--- src/rtl/hci_pkg.sv ---
`timescale 1ns / 1ps
// ----------------------------------------------------------------------------
// hci_pkg
// Shared types and encodings of the Hack instruction execute core.
// ----------------------------------------------------------------------------
package hci_pkg;

    localparam int unsigned WORD_W = 16;

    typedef logic [WORD_W-1:0] word_t;
    typedef logic [5:0]        comp_t;

    // ALU computation codes (c1..c6)
    localparam comp_t COMP_CONST_ZERO = 6'h2A;
    localparam comp_t COMP_CONST_ONE  = 6'h3F;
    localparam comp_t COMP_NEG_ONE    = 6'h3A;
    localparam comp_t COMP_X          = 6'h0C;
    localparam comp_t COMP_Y          = 6'h30;
    localparam comp_t COMP_NOT_X      = 6'h0D;
    localparam comp_t COMP_NOT_Y      = 6'h31;
    localparam comp_t COMP_NEG_X      = 6'h0F;
    localparam comp_t COMP_NEG_Y      = 6'h33;
    localparam comp_t COMP_X_INC      = 6'h1F;
    localparam comp_t COMP_Y_INC      = 6'h37;
    localparam comp_t COMP_X_DEC      = 6'h0E;
    localparam comp_t COMP_Y_DEC      = 6'h32;
    localparam comp_t COMP_ADD        = 6'h02;
    localparam comp_t COMP_X_SUB_Y    = 6'h13;
    localparam comp_t COMP_Y_SUB_X    = 6'h07;
    localparam comp_t COMP_AND        = 6'h00;
    localparam comp_t COMP_OR         = 6'h15;

    // instruction fields
    localparam int unsigned BIT_C_INSTR = 15;
    localparam int unsigned BIT_A_SEL   = 12;
    localparam int unsigned DEST_M      = 0;
    localparam int unsigned DEST_D      = 1;
    localparam int unsigned DEST_A      = 2;
    localparam int unsigned JMP_GT      = 0;
    localparam int unsigned JMP_EQ      = 1;
    localparam int unsigned JMP_LT      = 2;

    typedef struct packed {
        word_t next_pc;
        word_t a_value;
        word_t d_value;
        logic  mem_write;
        word_t mem_address;
        word_t mem_data;
        logic  halted;
    } result_t;

endpackage

--- src/rtl/hci_alu.sv ---
`timescale 1ns / 1ps
// ----------------------------------------------------------------------------
// hci_alu
// Hack ALU: the 18 standard computations of D (x) and A or M (y).
// ----------------------------------------------------------------------------
module hci_alu
(
    input  hci_pkg::comp_t code,
    input  hci_pkg::word_t x,
    input  hci_pkg::word_t y,
    output hci_pkg::word_t result,
    output logic           known
);

    always_comb
    begin
        known  = 1'b1;
        result = '0;
        case (code)
            hci_pkg::COMP_CONST_ZERO: result = '0;
            hci_pkg::COMP_CONST_ONE:  result = hci_pkg::word_t'(1);
            hci_pkg::COMP_NEG_ONE:    result = '1;
            hci_pkg::COMP_X:          result = x;
            hci_pkg::COMP_Y:          result = y;
            hci_pkg::COMP_NOT_X:      result = ~x;
            hci_pkg::COMP_NOT_Y:      result = ~y;
            hci_pkg::COMP_NEG_X:      result = '0 - x;
            hci_pkg::COMP_NEG_Y:      result = '0 - y;
            hci_pkg::COMP_X_INC:      result = x + hci_pkg::word_t'(1);
            hci_pkg::COMP_Y_INC:      result = y + hci_pkg::word_t'(1);
            hci_pkg::COMP_X_DEC:      result = x - hci_pkg::word_t'(1);
            hci_pkg::COMP_Y_DEC:      result = y - hci_pkg::word_t'(1);
            hci_pkg::COMP_ADD:        result = x + y;
            hci_pkg::COMP_X_SUB_Y:    result = x - y;
            hci_pkg::COMP_Y_SUB_X:    result = y - x;
            hci_pkg::COMP_AND:        result = x & y;
            hci_pkg::COMP_OR:         result = x | y;
            default:                  known  = 1'b0;
        endcase
    end

endmodule

--- config.mk ---
export PLATFORM = sky130hd
export DESIGN_NAME = hci_alu
export DESIGN_NICKNAME = d
export VERILOG_FILES = /design/src/rtl/hci_pkg.sv /design/src/rtl/hci_alu.sv
export SDC_FILE = /design/constraint.sdc
export NUM_CORES = 1
export LEC_CHECK = 0
export BUFFER_PORTS_ARGS = -buffer_cell sky130_fd_sc_hd__buf_4
export CAP_MARGIN = 20
export CORE_ASPECT_RATIO = 1.5
export CORE_MARGIN = 2
export CORE_UTILIZATION = 50
export DETAILED_ROUTE_END_ITERATION = 16
export PLACE_DENSITY = 0.74
export SYNTH_ARGS = -nofsm -noshare
export SYNTH_HDL_FRONTEND = slang
export SYNTH_SLANG_ARGS = --single-unit
--- constraint.sdc ---
create_clock -name vclk -period 5.1
set_input_delay 1.02 -clock vclk [all_inputs]
set_output_delay 1.02 -clock vclk [all_outputs]
set_load 0.005 [all_outputs]
==> results by group <==
STA
  – Final Hold Slack: 2.42 ns
  – Setup Viol. Count Final: 5
  – RSZ-0062 raised after global routing: yes
  – Worst-Margin Slew: 0.928 ns
  – Final hold vios: 0
  – Setup ws final: -0.0623 ns
  – Max Freq: 194 MHz
  – Slew HR: 37.8%
  – Max Slew Vio Count: 0
  – Total negative slack: -0.191 ns
  – Final period utilization: 101%
  – Minimum clock period: 5.16 ns

Critical path
  – Worst path arrival time: 4.14 ns
  – CP Capture Point: result[15]
  – Slowest stage cell, crit path: nor4bb_1
  – Worst-path fanout max: 8
  – CP Class: input port to output port
  – Worst setup EP type: output port
  – Critical path startpoint category: input port
  – CP startpoint: code[3]
  – CP most frequent cell: buf_4
  – Cell depth of the worst setup path: 18
  – Top delay family on crit path: compound AO/OA/AOI/OAI gates
  – Bufs and invs on worst path: 6
  – Crit-path cells: buf_4 > nor4bb_1 > o21ai_1 > buf_4 > a21o_1 > inv_1 > ha_1 > nand2b_1 > a21oi_2 > o41ai_2 > buf_4 > a21oi_2 > and4_1 > a2111oi_2 > buf_4 > a21oi_1 > a221o_1 > buf_4
  – WP data required: 4.08 ns
  – Critical path's largest stage delay: 0.33 ns

Cells and area
  – Clock buffers: 0
  – Final #Nets: 795
  – Final Cell Area: 5500 um2
  – Core Util, Final: 72.2%
  – Highest-count cells in the layout ignoring fill and taps: 162 x buf_4, 84 x a21oi_1, 64 x nor2_1, 42 x nand2_1, 28 x ha_1
  – Ant diodes: 0
  – # fillers: 632
  – Final Non-Filler Cells: 822
  – Area of the multi-input gates: 3970 um2
  – Sequential cell area: 0 um2
  – Num sequential: 0
  – Most common cell after layout, fill and taps aside: buf_4
  – Area delta synth->final: 40.9%
  – Share of layout cells above drive strength 1: 35.4%

Drt
  – Initial DRC count: 632
  – Vias: 5,480
  – Drt drc: 0
  – Wire per inst: 19.6 um
  – Routed WL: 16,100 um
  – First-pass iteration count of the detailed router: 5
  – Vias per inst: 6.67
  – DRT antenna net count: 0

Synth
  – Ys Warns: 0
  – Mapped Area: 3900 um2
  – Largest area contributor in the netlist: a21oi_1
  – Main area contributors after synthesis: a21oi_1 12%, ha_1 11%, nor2_1 6.6%, xnor2_1 5.6%, nand2_1 4.1%
  – Cells after Synth: 592
  – Synthesized net count: 665
  – Yosys top cell area share: 11.7%
  – Cell variety after synth: 86
  – Mean Syn Cell Area: 6.59 um2
  – Sequential-to-total area share from yosys stat: 0%

Floorplanning
  – # IOs: 55
  – DIE AREA: 8540 um2
  – Core box area: 7610 um2
  – Num rows: 39
  – Initial Util: 51.2%
  – Die Height: 112 um
  – DIE WIDTH: 76.1 um

Power
  – Worst IR Drop VDD: 49.2 uV
  – Total Power: 0.375 mW
  – Pwr dens: 68.2 nW/um2
  – P_leak: 2.37 nW

Global routing
  – Vias in the first global route: 5,114
  – Met1 Usage GRT: 37.8%
  – All-Layer GR Usage: 34.5%
  – Initial antenna violation count: 0
  – Met2 Resource Use GR: 62.4%
  – Met3 GRT Util: 3.78%
  – Total global routing overflow: 0
  – First-pass GRT wire length: 24,400 um
  – Layer with the highest usage: met2
  – Largest net degree at the start of global routing: 17

Placement
  – Placed Cells: 811
  – # port buffers: 55
  – GPL Wtd Cong: 0.984
  – Post-DP HPWL: 11,600 um
  – Worst slack, placed: -0.402 ns
  – DP Area: 5020 um2

Run status
  – Status: complete, but fails checks
  – Failing checks: setup timing

Worst hold path
  – Worst hold path class: input port to output port

Job
  – Number of max-cap violations: 0
==> cell usage after synthesis (3+ instances only) <==
master     instances
a21o_1             8
a21oi_1           91
o22ai_1            5
nand2_2            4
mux2i_1            8
xor2_1            17
o31ai_1            4
a221oi_1           7
o21a_1             4
o21bai_1           3
o211ai_1           8
nor2b_1            9
a2111oi_0          6
nand2b_1          10
ha_1              33
o221ai_1           5
nor4_4             3
buf_2             11
or3_1              4
o311ai_0           4
a31oi_1            5
a211oi_1          16
nand3_1            8
inv_1             16
nand2_1           43
and3_1             5
nand4_1            3
and2_1             4
o21ai_1            5
nor3_1            25
a221o_1            4
nor3_2             3
nor4_1             4
buf_4              5
clkbuf_1          23
nor2_1            69
o21ai_0           29
xnor2_1           25
==> cell families after synthesis <==
group	after synthesis	share of synthesized area (%)
muxes	9	2.41
AOI/OAI and AO/OA	228	38.7
adders and majority gates	35	11.6
and+or+nand+nor	220	31.1
buffers and inverters	58	6.80
xor gates and xnor gates	42	9.43
==> power breakdown <==
| part | switching, mW | internal, mW |
|---|---|---|
| Sequential | 0 | 0 |
| Combinational | 0.200 | 0.175 |
| Clock | 0 | 0 |
| Total | 0.200 | 0.175 |
==> per-layer routing <==
metal,share of wire [%],up-vias
li1,-,2498
met4,7.8,0
met5,0,-
met2,48,356
met3,8.0,109
met1,36,2517
==> timing repair <==
item / 4_1_cts / 5_1_grt
gates resized for setup: 42 / 63
buffers inserted: 5 / 6
pin swaps: 13 / 22
hold buffers: 0 / 0
setup endpoints to repair: 7 / 8
==> layout make-up <==
class | count | area share, %
inverter | 16 | 1.23
tap | 102 | 2.32
multi-input combinational | 534 | 72.3
timing repair buffer | 170 | 24.2
==> tightest hold or removal path, cell delays in order <==
cell and delay [ns]:
buf_4 0.14, o21ai_0 0.10, buf_4 0.13
==> worst min-delay path by stage <==
stage	start	endpoint	slack [ns]	cells after the start
6_report	code[2]	known	2.42	3
5_1_grt	code[2]	known	2.43	3
4_1_cts	code[2]	known	2.41	3
3_5_place_dp	code[2]	known	2.41	3
3_3_place_gp	code[2]	known	2.40	3
2_1_floorplan	x[1]	result[1]	2.15	2
No activity file was read; power rests on OpenSTA's default activity.
